===== config.mk =====
export PLATFORM = sky130hd
export DESIGN_NAME = gbff_reduce_cell
export DESIGN_NICKNAME = d
export VERILOG_FILES = /design/src/rtl/core/gbff_pkg.sv /design/src/rtl/core/gbff_reduce_cell.sv
export SDC_FILE = /design/constraint.sdc
export NUM_CORES = 1
export LEC_CHECK = 0
export ABC_AREA = 0
export BUFFER_PORTS_ARGS = -buffer_cell sky130_fd_sc_hd__buf_2
export CAP_MARGIN = 20
export CORE_MARGIN = 3
export CORE_UTILIZATION = 40
export DETAILED_ROUTE_END_ITERATION = 10
export GPL_TIMING_DRIVEN = 0
export PLACE_DENSITY = 0.68
export SYNTH_ARGS = -nofsm -noshare
export SYNTH_HDL_FRONTEND = slang
export SYNTH_SLANG_ARGS = --single-unit

===== constraint.sdc =====
create_clock -name clock -period 4.4 [get_ports clock]
set_input_delay 0.22 -clock clock [delete_from_list [all_inputs] [get_ports clock]]
set_output_delay 0.22 -clock clock [all_outputs]
set_load 0.005 [all_outputs]

===== src/rtl/core/gbff_pkg.sv =====
// Shared types, constants and table functions of the Gaussian bilayer form factor unit.
package gbff_pkg;

   // Stage count of the exponent and rotation chain
   localparam int DEF_CORDIC_STAGES = 20;
   localparam int MAX_STAGES        = 32;

   // Field widths
   localparam int Q_W        = 24;
   localparam int SIG_W      = 16;
   localparam int LEN_W      = 24;
   localparam int INT_W      = 48;
   localparam int CSR_DATA_W = 24;
   localparam int CSR_IDX_W  = 3;

   // Range reduction: quotient bits of the angle modulo 2pi, and of x / ln2
   localparam int THETA_BITS = 13;
   localparam int K_BITS     = 6;

   // Register indexes of the configuration port
   typedef enum logic [CSR_IDX_W-1:0] {
      REG_LAYER_THICKNESS = 3'd0,
      REG_CORE_SIGMA      = 3'd1,
      REG_CORE_LENGTH     = 3'd2,
      REG_OUTER_SIGMA     = 3'd3,
      REG_OUTER_LENGTH    = 3'd4
   } csr_index_type;

   // Fixed-point constants
   localparam logic [63:0] TWOPI_Q32  = 64'd26986075409;
   localparam logic [34:0] TWOPI35    = 35'd26986075409;
   localparam logic [34:0] PI35       = 35'd13493037704;
   localparam logic [34:0] HALFPI35   = 35'd6746518852;
   localparam logic [31:0] QPI_Q32    = 32'd3373259426;
   localparam logic [33:0] GAIN_Q30   = 34'd652032874;
   localparam logic [32:0] ONE_Q32    = 33'h1_0000_0000;
   localparam logic [62:0] CLIP63     = 63'h7FFF_FFFF_FFFF_FFFF;

   // Elaboration-time long division
   function automatic logic [63:0] const_div(input logic [63:0] num, input logic [63:0] den);
      logic [63:0] quo;
      logic [64:0] rem;
      quo = '0;
      rem = '0;
      for (int b = 63; b >= 0; b--) begin
         rem = {rem[63:0], num[b]};
         if (rem >= {1'b0, den}) begin
            rem    = rem - {1'b0, den};
            quo[b] = 1'b1;
         end
      end
      return quo;
   endfunction

   // ln(1/(1-2^-i)) in Q.32 from its series in Q.48
   function automatic logic [31:0] ln_entry(input int i);
      logic [63:0] acc;
      acc = '0;
      for (int n = 1; n <= 48; n++) begin
         if (i * n <= 48) begin
            acc = acc + const_div(64'd1 << (48 - i * n), 64'(n));
         end
      end
      return 32'((acc + 64'h8000) >> 16);
   endfunction

   // atan(2^-i) in Q.32 from its series in Q.48
   function automatic logic [31:0] atan_entry(input int i);
      logic [63:0] pos;
      logic [63:0] neg;
      logic [63:0] term;
      pos = '0;
      neg = '0;
      for (int n = 0; n < 24; n++) begin
         if (i * (2 * n + 1) <= 48) begin
            term = const_div(64'd1 << (48 - i * (2 * n + 1)), 64'(2 * n + 1));
            if (n % 2 == 1) begin
               neg = neg + term;
            end else begin
               pos = pos + term;
            end
         end
      end
      if (i == 0) begin
         return QPI_Q32;
      end
      return 32'((pos - neg + 64'h8000) >> 16);
   endfunction

   localparam logic [31:0] LN2_Q32     = ln_entry(1);
   localparam logic [62:0] GAUSS_LIMIT = 63'(64'(LN2_Q32) * 64'd33);

   // Range reduction stage data
   typedef struct packed {
      logic             valid;
      logic [1:0]       zero;
      logic [1:0][36:0] xr;
      logic [1:0][5:0]  k;
      logic [46:0]      ang;
   } red_type;

   // Exponent and rotation stage data
   typedef struct packed {
      logic             valid;
      logic             flip;
      logic [1:0]       zero;
      logic [1:0][5:0]  k;
      logic [1:0][31:0] r;
      logic [1:0][32:0] e;
      logic [33:0]      cx;
      logic [33:0]      cy;
      logic [34:0]      cz;
   } rot_type;

   // Result transaction
   typedef struct packed {
      logic [INT_W-1:0] intensity;
      logic             divergent;
      logic             saturated;
   } rsp_type;

endpackage


===== src/rtl/core/gbff_reduce_cell.sv =====
// Reduction cell: one restoring step of angle mod 2pi and, in the first K_BITS cells, of the argument by ln2.
module gbff_reduce_cell import gbff_pkg::*; #(
   parameter int J = 0
) (
   input  logic    clock,
   input  logic    reset,
   input  logic    en,
   input  red_type cell_in,
   output red_type cell_out
);

   localparam int          TB      = THETA_BITS - 1 - J;
   localparam logic [46:0] T_STEP  = 47'(TWOPI_Q32 << TB);
   localparam bit          DO_K    = (J < K_BITS);
   localparam int          KB      = DO_K ? K_BITS - 1 - J : 0;
   localparam logic [36:0] K_STEP  = 37'(64'(LN2_Q32) << KB);

   red_type cell_ff, cell_in_nxt;

   // Subtract the shifted divisors where they fit
   always_comb begin
      cell_in_nxt = cell_in;
      if (cell_in.ang >= T_STEP) begin
         cell_in_nxt.ang = cell_in.ang - T_STEP;
      end
      if (DO_K) begin
         for (int l = 0; l < 2; l++) begin
            if (cell_in.xr[l] >= K_STEP) begin
               cell_in_nxt.xr[l]    = cell_in.xr[l] - K_STEP;
               cell_in_nxt.k[l][KB] = 1'b1;
            end
         end
      end
   end

   always_ff @(posedge clock) begin
      if (reset) begin
         cell_ff <= '0;
      end else if (en) begin
         cell_ff <= cell_in_nxt;
      end
   end

   assign cell_out = cell_ff;

endmodule


==> results_dict.tcl <==
set metrics [dict create \
    status "completed" \
    die_y_um 137 \
    wl_per_cell_um 17.2 \
    grt_overflow 0 \
    maxCapViolations 0 \
    antenna_found_initial 0 \
    grtUsageMet3 0.0657 \
    die_w_um 137 \
    p_leak_nw 4.05 \
    place.port_buffers 272 \
    crit_required_ps 4730 \
    dieArea_um2 18800 \
    synth_area_um2 6900 \
    met1_usage 0.308 \
    crit_path_max_fanout 10 \
    cp_slowest_cell "nor4_1" \
    cts_resized 0 \
    skew_ps 0 \
    largest_reg_flops 136 \
    wl_mm 23.1 \
    start_kind "input port" \
    io_pins 275 \
    insertion_delay_ps 410 \
    ant_nets 0 \
    rsz0062_at_grt "false" \
    crit_path_frequent_cell "clkbuf_1" \
    yosysTopAreaCellShare 0.395 \
    max_freq_mhz 368 \
    nNetsFinal 1254 \
    period_share 0.617 \
    setup_slack_ps 1680 \
    cts_tree "yes" \
    cts_root_buf "clkbuf_16" \
    worst_slew_pin_slew_ps 832 \
    crit_chain "buf_2, nor4_1, nand2_1, o21a_1, o21ai_0, clkbuf_1, clkbuf_1, a21oi_1, xnor2_1, a211oi_1" \
    drt_iter0_drc 358 \
    finalHoldViolCount 0 \
    synth_area_leaders "dfxtp_1 39%, mux2i_1 6.4%, nor2_1 6.3%" \
    synth_top_cell_by_area "dfxtp_1" \
    area_delta_synth_final_pct 33.2 \
    hold_buffers 0 \
    synth_ff_type "dfxtp_1" \
    drive_gt1_frac 0.288 \
    clock-sinks 136 \
    ys_seq_elements 136 \
    min-delay-path-class "in2reg" \
    place_congestion 0.912 \
    finalSetupViolations 0 \
    vias 7078 \
    post_cts_buffers 0 \
    synth-async-reset-ratio 0 \
    grt-busiest-layer "met2" \
    instances_no_fill 1344 \
    rows 47 \
    via_per_inst 5.27 \
    ys_warn_count 0 \
    slew-limit-headroom 0.443 \
    slew_violations 0 \
    use_met2 0.406 \
    diodes 0 \
    place_ws_ps 1300 \
    critical_path_class "in2reg" \
    synth-edff-count 0 \
    power_density_nw_per_um2 379 \
    drc 0 \
    worst_ep_arrival_time_ps 3050 \
    ir_drop_uv 272 \
    tns_ps 0 \
    synthesis.nets 963 \
    yosysMostFrequentCell "dfxtp_1" \
    synthDistinctLibCells 71 \
    core_area_um2 16700 \
    rrSetupSlack_ps 3590 \
    fin_hold_ws_ps 33.4 \
    synth_common_cells "136 x dfxtp_1, 115 x nor2_1, 89 x nand2_1" \
    ys_seq_area_frac 0.395 \
    placedCellCount 1312 \
    avgSynthCellArea_um2 8.41 \
    first_global_vias 6857 \
    fin_util 0.550 \
    dr.pass1.iters 4 \
    grt_max_degree 17 \
    crit_path_max_incr_delay_ps 540 \
    numCtsBuffers 17 \
    grt_pass1_wl_mm 35.8 \
    dpl.hpwl_mm 17.9 \
    endpoint_kind "flop" \
    min_period_ps 2720 \
    clockBufferDepth 2 \
    synthCells 820 \
    grt_usage 0.242 \
    start_util 0.413 \
    htreeDepth 4 \
    clk_pin_slew_ps 60 \
]
[placed cells by master (no fill, tap or decap), types with 3 or more instances in the layout]
cell type,netlist,layout
a21oi_1,24,24
xnor2_1,43,43
nand3_1,12,12
clkbuf_16,0,17
mux2i_1,44,44
nor2_1,115,115
clkbuf_8,0,4
or4_1,7,7
clkinv_4,0,3
inv_1,13,13
and2_1,8,8
buf_1,7,7
o21ai_1,5,5
o21ai_0,66,66
o22ai_1,4,4
bufinv_16,0,4
ha_1,4,4
nor4_1,10,10
xor2_1,30,30
nand2b_1,4,4
nor3_1,13,13
buf_2,1,273
a32o_1,3,3
a311oi_1,9,9
dfxtp_1,136,136
a31oi_1,4,4
and4_1,6,6
o21a_1,8,8
o211ai_1,3,3
clkbuf_1,36,38
and3_1,8,8
a211oi_1,41,41
a22oi_1,3,3
nand2_1,89,89
nand4_1,8,8
or3_1,6,6
[worst paths after layout]
| path | cells past startpoint | to | from |
|---|---|---|---|
| hold / removal | 3 | cell_out[48] | cell_in[48] |
| setup reg to reg | 2 | cell_out[128] | cell_out[128] |
| setup / recovery | 10 | cell_out[113] | cell_in[116] |
| hold reg to reg | 2 | cell_out[43] | cell_out[43] |
[metrics by stage]
| stage | power [mW] | area, µm² |
|---|---|---|
| 2_1_floorplan | 1.66 | 6900 |
| 3_3_place_gp | 1.93 | 8530 |
| 3_5_place_dp | 1.93 | 8530 |
| 4_1_cts | 3.50 | 9180 |
| 5_1_grt | 3.62 | 9180 |
| 6_report | 3.48 | 9180 |
[metal layers]
layer,part of all wire,up-vias
li1,-,3511
met1,0.43,3271
met2,0.47,265
met3,0.080,31
met4,0.017,0
met5,0,-
[where the power goes]
group	switching (mW)	leakage (nW)	internal, mW	total (mW)
clock network	0.554	0.314	1.01	1.57
logic	0.312	2.61	0.235	0.548
registers	0.0408	1.13	1.32	1.36
[cell families after synthesis]
logic type / count (synthesis) / share of synthesized area
buf+inv: 58 / 0.0328
fa+ha+maj: 4 / 0.00726
compound gates: 199 / 0.196
simple gates: 306 / 0.212
xor+xnor: 73 / 0.0927
flops: 136 / 0.395
mux: 44 / 0.0639
[critical path: cells and delay by family]
family          cells  cell delay [ps]
buf+inv             3              970
xor+xnor            1              170
compound gates      4              970
simple gates        2              720
[layout make-up]
class	instances	area, µm²
sequential	136	2720
fill	1642	7520
clock inverter	9	163
clock buffer	23	488
inverter	13	48.8
buffer	45	178
timing repair buffer	272	1360
tap	220	275
multi-input combinational	626	3950
Note: power is estimated with default switching activity, not from simulation.
