[src/rtl/core/gbff_pkg.sv]
// Shared types, constants and table functions of the Gaussian bilayer form factor unit.
package gbff_pkg;

   // Stage count of the exponent and rotation chain
   localparam int DEF_CORDIC_STAGES = 20;
   localparam int MAX_STAGES        = 32;

   // Field widths
   localparam int Q_W        = 24;
   localparam int SIG_W      = 16;
   localparam int LEN_W      = 24;
   localparam int INT_W      = 48;
   localparam int CSR_DATA_W = 24;
   localparam int CSR_IDX_W  = 3;

   // Range reduction: quotient bits of the angle modulo 2pi, and of x / ln2
   localparam int THETA_BITS = 13;
   localparam int K_BITS     = 6;

   // Register indexes of the configuration port
   typedef enum logic [CSR_IDX_W-1:0] {
      REG_LAYER_THICKNESS = 3'd0,
      REG_CORE_SIGMA      = 3'd1,
      REG_CORE_LENGTH     = 3'd2,
      REG_OUTER_SIGMA     = 3'd3,
      REG_OUTER_LENGTH    = 3'd4
   } csr_index_type;

   // Fixed-point constants
   localparam logic [63:0] TWOPI_Q32  = 64'd26986075409;
   localparam logic [34:0] TWOPI35    = 35'd26986075409;
   localparam logic [34:0] PI35       = 35'd13493037704;
   localparam logic [34:0] HALFPI35   = 35'd6746518852;
   localparam logic [31:0] QPI_Q32    = 32'd3373259426;
   localparam logic [33:0] GAIN_Q30   = 34'd652032874;
   localparam logic [32:0] ONE_Q32    = 33'h1_0000_0000;
   localparam logic [62:0] CLIP63     = 63'h7FFF_FFFF_FFFF_FFFF;

   // Elaboration-time long division
   function automatic logic [63:0] const_div(input logic [63:0] num, input logic [63:0] den);
      logic [63:0] quo;
      logic [64:0] rem;
      quo = '0;
      rem = '0;
      for (int b = 63; b >= 0; b--) begin
         rem = {rem[63:0], num[b]};
         if (rem >= {1'b0, den}) begin
            rem    = rem - {1'b0, den};
            quo[b] = 1'b1;
         end
      end
      return quo;
   endfunction

   // ln(1/(1-2^-i)) in Q.32 from its series in Q.48
   function automatic logic [31:0] ln_entry(input int i);
      logic [63:0] acc;
      acc = '0;
      for (int n = 1; n <= 48; n++) begin
         if (i * n <= 48) begin
            acc = acc + const_div(64'd1 << (48 - i * n), 64'(n));
         end
      end
      return 32'((acc + 64'h8000) >> 16);
   endfunction

   // atan(2^-i) in Q.32 from its series in Q.48
   function automatic logic [31:0] atan_entry(input int i);
      logic [63:0] pos;
      logic [63:0] neg;
      logic [63:0] term;
      pos = '0;
      neg = '0;
      for (int n = 0; n < 24; n++) begin
         if (i * (2 * n + 1) <= 48) begin
            term = const_div(64'd1 << (48 - i * (2 * n + 1)), 64'(2 * n + 1));
            if (n % 2 == 1) begin
               neg = neg + term;
            end else begin
               pos = pos + term;
            end
         end
      end
      if (i == 0) begin
         return QPI_Q32;
      end
      return 32'((pos - neg + 64'h8000) >> 16);
   endfunction

   localparam logic [31:0] LN2_Q32     = ln_entry(1);
   localparam logic [62:0] GAUSS_LIMIT = 63'(64'(LN2_Q32) * 64'd33);

   // Range reduction stage data
   typedef struct packed {
      logic             valid;
      logic [1:0]       zero;
      logic [1:0][36:0] xr;
      logic [1:0][5:0]  k;
      logic [46:0]      ang;
   } red_type;

   // Exponent and rotation stage data
   typedef struct packed {
      logic             valid;
      logic             flip;
      logic [1:0]       zero;
      logic [1:0][5:0]  k;
      logic [1:0][31:0] r;
      logic [1:0][32:0] e;
      logic [33:0]      cx;
      logic [33:0]      cy;
      logic [34:0]      cz;
   } rot_type;

   // Result transaction
   typedef struct packed {
      logic [INT_W-1:0] intensity;
      logic             divergent;
      logic             saturated;
   } rsp_type;

endpackage

[src/rtl/core/gbff_rot_cell.sv]
// Chain cell: one exponent shift-and-subtract step per lane, applied up to twice, and one rotation step.
module gbff_rot_cell import gbff_pkg::*; #(
   parameter int I = 0
) (
   input  logic    clock,
   input  logic    reset,
   input  logic    en,
   input  rot_type cell_in,
   output rot_type cell_out
);

   localparam logic [31:0]        LN_STEP = ln_entry(I + 1);
   localparam logic signed [34:0] AT_STEP = 35'(atan_entry(I));

   rot_type cell_ff, cell_in_nxt;

   always_comb begin
      logic [31:0]        rr;
      logic [32:0]        ee;
      logic signed [33:0] cxv, cyv, xs, ys;
      logic signed [34:0] czv;
      cell_in_nxt = cell_in;
      // Exponent step, applied up to twice
      for (int l = 0; l < 2; l++) begin
         rr = cell_in.r[l];
         ee = cell_in.e[l];
         if (rr >= LN_STEP) begin
            rr = rr - LN_STEP;
            ee = ee - (ee >> (I + 1));
         end
         if (rr >= LN_STEP) begin
            rr = rr - LN_STEP;
            ee = ee - (ee >> (I + 1));
         end
         cell_in_nxt.r[l] = rr;
         cell_in_nxt.e[l] = ee;
      end
      // Rotate toward zero residual angle
      cxv = cell_in.cx;
      cyv = cell_in.cy;
      czv = cell_in.cz;
      xs  = cxv >>> I;
      ys  = cyv >>> I;
      if (!czv[34]) begin
         cell_in_nxt.cx = cxv - ys;
         cell_in_nxt.cy = cyv + xs;
         cell_in_nxt.cz = czv - AT_STEP;
      end else begin
         cell_in_nxt.cx = cxv + ys;
         cell_in_nxt.cy = cyv - xs;
         cell_in_nxt.cz = czv + AT_STEP;
      end
   end

   always_ff @(posedge clock) begin
      if (reset) begin
         cell_ff <= '0;
      end else if (en) begin
         cell_ff <= cell_in_nxt;
      end
   end

   assign cell_out = cell_ff;

endmodule

[config.mk]
export PLATFORM = sky130hd
export DESIGN_NAME = gbff_rot_cell
export DESIGN_NICKNAME = d
export VERILOG_FILES = /design/src/rtl/core/gbff_pkg.sv /design/src/rtl/core/gbff_rot_cell.sv
export SDC_FILE = /design/constraint.sdc
export NUM_CORES = 1
export LEC_CHECK = 0
export ABC_AREA = 1
export BUFFER_PORTS_ARGS = -buffer_cell sky130_fd_sc_hd__buf_2
export CAP_MARGIN = 20
export CORE_MARGIN = 2
export CORE_UTILIZATION = 39
export CTS_CLUSTER_DIAMETER = 200
export CTS_CLUSTER_SIZE = 40
export DETAILED_ROUTE_END_ITERATION = 8
export SETUP_SLACK_MARGIN = 0.15
export SLEW_MARGIN = 10
export SYNTH_ARGS = -nofsm -noshare
export SYNTH_HDL_FRONTEND = slang
export SYNTH_SLANG_ARGS = --single-unit
export TNS_END_PERCENT = 30
[constraint.sdc]
create_clock -name clock -period 6.55 [get_ports clock]
set_clock_uncertainty 0.05 [all_clocks]
set_input_delay 0.3275 -clock clock [delete_from_list [all_inputs] [get_ports clock]]
set_output_delay 0.3275 -clock clock [all_outputs]
set_load 0.005 [all_outputs]
==> impl_metrics.tcl, run 1 <==
set metrics [dict create \
    status "finished clean" \
    yosys-top-cells-area "dfxtp_1 20%, nand2_1 17%, ha_1 9.9%, inv_1 9.7%, a21oi_1 7.9%" \
    track_usage 0.286 \
    wl_per_cell_um 17.7 \
    grt_max_degree 98 \
    synth_ff_type "dfxtp_1" \
    finish.utilization 0.451 \
    clkTransAtPathRegs_ps 150 \
    floorplan.die.height_um 256 \
    clk_latency_ps 540 \
    cp_max_fo 47 \
    largest_register_ffs 248 \
    antenna_left 0 \
    gp_congestion 0.985 \
    finalNetCount 5141 \
    layout_commonest_cell "nand2_1" \
    wirelength_mm 98.2 \
    hold_class "input pin to flip-flop" \
    remaining_drc_errors 0 \
    core_mm2 0.0630 \
    via_per_inst 5.15 \
    final_cell_mix "1,108 x nand2_1, 638 x inv_1, 498 x buf_2, 461 x nor2_1, 389 x a21oi_1" \
    power.density_mw_per_mm2 164 \
    maxCapViolations 0 \
    initial_core_util 0.393 \
    holdCritStartpoint "cell_in[194]" \
    cts_setup_buffers 0 \
    syn_avg_cell_area_um2 5.78 \
    io_pins 501 \
    critPathLaunchType "input pin" \
    endpoint_kind "flip-flop" \
    r2r_start "cell_out[172]" \
    synth_fp_nets 4742 \
    slew_headroom 0.288 \
    dpl.hpwl_mm 79.8 \
    grt_overflow 0 \
    drv_slew 0 \
    grt_pass1_vias 26365 \
    ys_seq_area_frac 0.200 \
    fin_crit_ps 3350 \
    cts_buffer_depth 3 \
    setup_viol 0 \
    place.port_buffers 500 \
    dieWidth_um 256 \
    synth_edf_count 0 \
    crit_start "cell_in[232]" \
    max_freq_ghz 0.299 \
    cts_resized 0 \
    hold_violations 0 \
    ys_seq_elements 248 \
    htreeDepth 1 \
    p_leak_nw 15.2 \
    syn_inst 4287 \
    antenna_found_initial 19 \
    layout-drive-gt1-share 0.124 \
    synthDistinctLibCells 45 \
    first_pass_iters 8 \
    ys.warnings.count 0 \
    yosys.area.top_type_share 0.200 \
    finalPower_mw 4.64 \
    dieArea_mm2 0.0656 \
    required_ps 6910 \
    drt_iter0_markers 2352 \
    synthArstFlopShare 0 \
    rsz0062_at_grt "no" \
    syn_area_mm2 0.0248 \
    grt_pass1_wl_mm 150 \
    yosysTopAreaCell "dfxtp_1" \
    cts_tree "built" \
    route.vias.total 28545 \
    cp.arrival_ps 3710 \
    crit_type "input pin to flip-flop" \
    rows 92 \
    cts-root-buf "clkbuf_16" \
    cts.sinks 248 \
    vdd.ir_drop.worst_mv 0.158 \
    fillers 7100 \
    worst_slew_pin_slew_ps 1070 \
    ctsHoldBuffers 24 \
    cts_made_buffers 11 \
    period_share 0.511 \
    area_delta_synth_final_pct 14.5 \
    fin_tns_setup_ps 0 \
]
-- logic make-up (layout without fill, tap and decap cells) --
family                   count (synthesis)  in the layout  synth area share
AO/OA/AOI/OAI                          858            858             0.185
AND/OR/NAND/NOR                       2061           2061             0.344
adder cells (fa/ha/maj)                203            203             0.104
flip-flops                             248            248             0.200
XOR/XNOR                               110            110            0.0389
other                                    0             10                 0
buffers and inverters                  807           1207             0.128
-- where the power goes --
group | switching, mW | total (mW) | leakage [nW] | internal (mW)
Sequential | 0.0826 | 1.72 | 2.06 | 1.64
Clock | 0.574 | 0.907 | 0.166 | 0.333
Combinational | 1.33 | 2.02 | 13.0 | 0.689
-- metrics by stage --
stage	hold slack, ps	area [um^2]	setup WS [ps]	cells
after floorplan	372	24800	3630	4287
after global placement	400	27700	3130	5493
final	33.7	28400	3200	5543
after detailed placement	403	27700	3160	5493
after global routing	11.1	28400	3060	5542
after CTS	1.29	28300	3280	5531
-- worst max-delay path: stages --
cell and delay (ps):
dlygate4sd3_1 540, buf_2 140, inv_1 90, nor4_1 680, nand4_1 220, nand3_2 640, buf_4 550, nand3b_1 190
xor2_1 210, a21oi_1 90
-- synthesized netlist by cell type, drive strengths merged (5+ instances only) --
cell type and number:
xor2 85, a21oi 390, o21ai 350, o21a 7, ha 197, nand2 1119
o21bai 28, a21o 12, nor2 468, o211ai 29, a31oi 28, nand3b 12
clkbuf 82, buf 69, dfxtp 248, nor3 39, xnor2 25, fa 6
or2 11, a21boi 5, nand4 38, inv 656, nor4 16, o221ai 6
nand3 352
-- worst paths after layout --
kind,to,slack [ps],depth (start not counted)
max reg2reg,cell_out[172],5620,4
min,cell_out[194],30,3
min reg2reg,cell_out[115],420,2
max,cell_out[220],3200,10
-- routing by layer --
layer | vias up | track usage | share of wire
li1 | 14543 | - | -
met1 | 12882 | 0.377 | 0.44
met2 | 949 | 0.472 | 0.45
met3 | 153 | 0.0544 | 0.078
met4 | 18 | 0.0880 | 0.030
met5 | - | 0 | 0.0010
-- layout make-up --
type	count	area, um^2	share of cell area
well taps	846	1060	0.0373
inverters	656	2470	0.0870
diodes	10	25.0	0.000882
flip-flops and latches	248	4960	0.175
clock buffers	11	275	0.00970
repair buffers	537	2860	0.101
multi-input cells	3232	16600	0.587
clock inverters	3	76.3	0.00269
Note: power is estimated with default switching activity, not from simulation.
==> inputs of run 2 (changes only) <==
==> constraint.sdc (replaced) <==
create_clock -name clock -period 3.2 [get_ports clock]
set_clock_uncertainty 0.05 [all_clocks]
set_input_delay 0.16 -clock clock [delete_from_list [all_inputs] [get_ports clock]]
set_output_delay 0.16 -clock clock [all_outputs]
set_load 0.005 [all_outputs]
==> impl_metrics.tcl, run 2 (same netlist as run 1, synthesis figures left out) <==
set metrics [dict create \
    power.density_mw_per_mm2 328 \
    worst_slew_pin_slew_ps 893 \
    setup_ws_ps 387 \
    antenna_found_initial 12 \
    layout-drive-gt1-share 0.124 \
    cts_buffer_depth 3 \
    fin_crit_ps 2810 \
    required_ps 3630 \
    endpoint_kind "flip-flop" \
    met1_usage 0.389 \
    status "finished clean" \
    final_area_mm2 0.0299 \
    top_usage_layer "met2" \
    grt_pass1_wl_mm 154 \
    vdd.ir_drop.worst_mv 0.316 \
    hold_class "input pin to flip-flop" \
    core_mm2 0.0630 \
    grt_pass1_vias 27362 \
    crit_type "input pin to flip-flop" \
    initial_core_util 0.393 \
    gp_congestion 1.01 \
    finish.utilization 0.474 \
    max_freq_ghz 0.355 \
    slew_headroom 0.404 \
    placed_cell_area_mm2 0.0280 \
    cp.arrival_ps 3240 \
    io_pins 501 \
    maxCapViolations 0 \
    whs_ps 16.4 \
    gr-usage-met2 0.488 \
    clkTransAtPathRegs_ps 150 \
    floorplan.die.height_um 256 \
    dpl.hpwl_mm 80.8 \
    rsz0062_at_grt "no" \
    htreeDepth 1 \
    remaining_drc_errors 0 \
    hold_violations 0 \
    cts_resized 0 \
    first_pass_iters 7 \
    grt_overflow 0 \
    cts_made_buffers 11 \
    dieWidth_um 256 \
    cts-root-buf "clkbuf_16" \
    drt_iter0_markers 2306 \
    antenna_left 0 \
    cts.sinks 248 \
    cp_max_fo 4 \
    dieArea_mm2 0.0656 \
    setup_viol 0 \
    finalNetCount 5288 \
    drv_slew 0 \
    regToRegSetupSlack_ps 1950 \
    clk_latency_ps 540 \
    met3_usage 0.0463 \
    cts_tree "built" \
    wirelength_mm 101 \
    place_ws_ps 493 \
    via_per_inst 5.15 \
    wl_per_cell_um 17.7 \
    largest_register_ffs 248 \
    period_share 0.879 \
    fin_tns_setup_ps 0 \
    grt_max_degree 128 \
    rows 92 \
    p_leak_nw 15.9 \
    critPathLaunchType "input pin" \
    place.port_buffers 500 \
    final_cell_mix "1,108 x nand2_1, 638 x inv_1, 498 x buf_2, 461 x nor2_1, 389 x a21oi_1" \
    route.vias.total 29306 \
    area_delta_synth_final_pct 20.5 \
    layout_commonest_cell "nand2_1" \
    track_usage 0.294 \
]
-- run 2: cell count changes in the layout (fill, tap and decap cells not counted) --
| cell | delta |
|---|---|
| buf_12 | +6 |
| dlygate4sd3_1 | +127 |
| diode_2 | -5 |
| buf_4 | +14 |
-- run 2: critical path, stage by stage --
cell	delay, ps
dlygate4sd3_1	580
buf_2	150
inv_1	40
ha_1	340
nand2_1	70
o21ai_1	330
nand2_1	100
nand2_1	190
nand2_1	110
nand2_1	160
nand2_1	70
nand3_1	80
o21ai_0	80
inv_1	50
nand2_1	40
dlygate4sd3_1	570
a21oi_1	120
-- run 2: layout make-up --
class                   instances  area, um^2
diodes                          5        12.5
inverters                     656        2470
clock buffers                  11         275
flip-flops and latches        248        4960
repair buffers                684        4350
well taps                     846        1060
multi-input cells            3232       16600
fillers                      6963       33100
clock inverters                 3        76.3
-- run 2: where the power goes --
group,leakage (nW),total [mW],switching (mW),internal [mW]
logic,13.6,4.34,2.79,1.55
registers,2.06,3.52,0.167,3.35
clock network,0.166,1.94,1.25,0.683
-- run 2: stage by stage --
step	cells	power, mW
4_1_cts	5680	9.82
6_report	5685	9.79
5_1_grt	5685	10.5
2_1_floorplan	4287	6.17
3_5_place_dp	5513	7.68
3_3_place_gp	5513	7.67
-- run 2: worst paths after layout --
kind	startpoint	endpoint	cells after the start
worst min-delay path	cell_in[144]	cell_out[144]	5
worst max-delay path	cell_in[139]	cell_out[145]	17
worst max register to register	cell_out[190]	cell_out[190]	3
worst min register to register	cell_out[57]	cell_out[57]	2
-- run 2: repair_timing --
action | 4_1_cts | 5_1_grt
hold buffers | 153 | 0
setup buffers | 0 | 0
endpoints found under the hold margin | 140 | 0
-- run 2: metal layers --
metal  part of all wire  wire, um  up-vias
met2               0.45     45700     1047
met3              0.070      7070      165
met5            0.00071        72        -
met1               0.44     44500    13227
met4              0.034      3460       12
li1                   -         -    14855
==> inputs of run 3 (changes only) <==
--- a/config.mk
+++ b/config.mk
@@ -8,7 +8,7 @@
 export ABC_AREA = 1
 export BUFFER_PORTS_ARGS = -buffer_cell sky130_fd_sc_hd__buf_2
 export CAP_MARGIN = 20
-export CORE_MARGIN = 2
+export CORE_ASPECT_RATIO = 1.25
 export CORE_UTILIZATION = 39
 export CTS_CLUSTER_DIAMETER = 200
 export CTS_CLUSTER_SIZE = 40
==> impl_metrics.tcl, run 3 (same netlist as run 1, synthesis figures left out) <==
set metrics [dict create \
    status "finished clean" \
    setup_viol 0 \
    gp_congestion 1.07 \
    power.density_mw_per_mm2 326 \
    rows 102 \
    area_delta_synth_final_pct 20.0 \
    drt_iter0_markers 1784 \
    htreeDepth 1 \
    maxCapViolations 0 \
    p_leak_nw 15.9 \
    slew_headroom 0.286 \
    dpl.hpwl_mm 86.2 \
    via_per_inst 5.19 \
    antenna_left 0 \
    remaining_drc_errors 0 \
    grt_overflow 0 \
    floorplan.die.height_um 284 \
    cts_setup_buffers 0 \
    core_mm2 0.0624 \
    wl_per_cell_um 18.7 \
    dieWidth_um 227 \
    final_cell_mix "1,108 x nand2_1, 638 x inv_1, 498 x buf_2, 461 x nor2_1, 389 x a21oi_1" \
    hold_violations 0 \
    wirelength_mm 106 \
    hold_class "input pin to flip-flop" \
    cts-root-buf "clkbuf_16" \
    track_usage 0.317 \
    fin_tns_setup_ps 0 \
    drv_slew 0 \
    cts_buffer_depth 3 \
    first_pass_iters 6 \
    grt_max_degree 131 \
    route.vias.total 29417 \
    antenna_found_initial 10 \
    io_pins 501 \
    fin_crit_ps 2920 \
    place_ws_ps 195 \
    layout_commonest_cell "nand2_1" \
    critPathLaunchType "input pin" \
    grt_pass1_vias 28356 \
    dieArea_mm2 0.0645 \
    clk_latency_ps 520 \
    max_freq_ghz 0.342 \
    vdd.ir_drop.worst_mv 0.315 \
    cp.arrival_ps 3360 \
    initial_core_util 0.397 \
    place.port_buffers 500 \
    period_share 0.914 \
    setup_ws_ps 276 \
    worst_slew_pin_slew_ps 1070 \
    finalNetCount 5286 \
    crit_type "input pin to flip-flop" \
    cts_tree "built" \
    clkTransAtPathRegs_ps 160 \
    cts.sinks 248 \
    required_ps 3640 \
    rsz0062_at_grt "yes" \
    layout-drive-gt1-share 0.126 \
    largest_register_ffs 248 \
    cp_max_fo 5 \
    endpoint_kind "flip-flop" \
    cts_made_buffers 10 \
    grt_pass1_wl_mm 158 \
]
run 3: metrics by stage:
step | power, mW | instances | hold slack, ps | util | area [um^2]
3_5_place_dp | 7.76 | 5512 | 336 | 0.449 | 28000
3_3_place_gp | 7.75 | 5512 | 332 | 0.449 | 28000
2_1_floorplan | 6.17 | 4287 | 204 | - | 24800
5_1_grt | 10.4 | 5668 | 24.9 | 0.476 | 29700
4_1_cts | 9.74 | 5663 | 0.0460 | 0.476 | 29700
6_report | 9.69 | 5671 | 8.03 | 0.477 | 29700
run 3: critical path, cell delays in order:
cell and delay [ps]:
dlygate4sd3_1 530, buf_2 190, ha_1 160, buf_4 150, nand3_1 130, nand2_1 150
nand3_1 80, nand2_1 100, nand3_1 170, nand2_1 140, nand3_1 70, nand2_1 60
dlygate4sd3_1 540, nand3_1 60, dlygate4sd3_1 580, nand2_1 60, inv_1 40
run 3: cell type report:
class	instances	area, um^2
Fill cell	6869	32700
Multi-Input combinational cell	3232	16700
Sequential cell	248	4960
Timing Repair Buffer	683	4290
Inverter	656	2470
Tap cell	832	1040
Clock buffer	11	275
Clock inverter	1	30.0
Antenna cell	8	20.0
run 3: routing by layer:
metal | up-vias | GRT usage | routed length (um)
met5 | - | 0 | 31
met4 | 4 | 0.194 | 7160
met3 | 267 | 0.0364 | 5710
met2 | 973 | 0.577 | 52400
met1 | 13310 | 0.345 | 41000
li1 | 14863 | - | -
run 3: final timing paths:
path | slack, ps | from | endpoint | cells after the start
worst max-delay path | 280 | cell_in[172] | cell_out[198] | 17
worst min-delay path | 8 | cell_in[197] | cell_out[197] | 4
worst min register to register | 420 | cell_out[67] | cell_out[67] | 2
worst max register to register | 1960 | cell_out[194] | cell_out[194] | 3
run 3: power by group:
part	internal, mW	switching, mW	leakage (nW)
logic	1.55	2.85	13.6
registers	3.35	0.151	2.06
clock network	0.643	1.14	0.147
run 3: timing repair:
item                                    CTS  global route
endpoints found under the setup margin    0             2
gates resized for setup                   0             1
hold buffers                            139             0
hold endpoints to repair                133             0
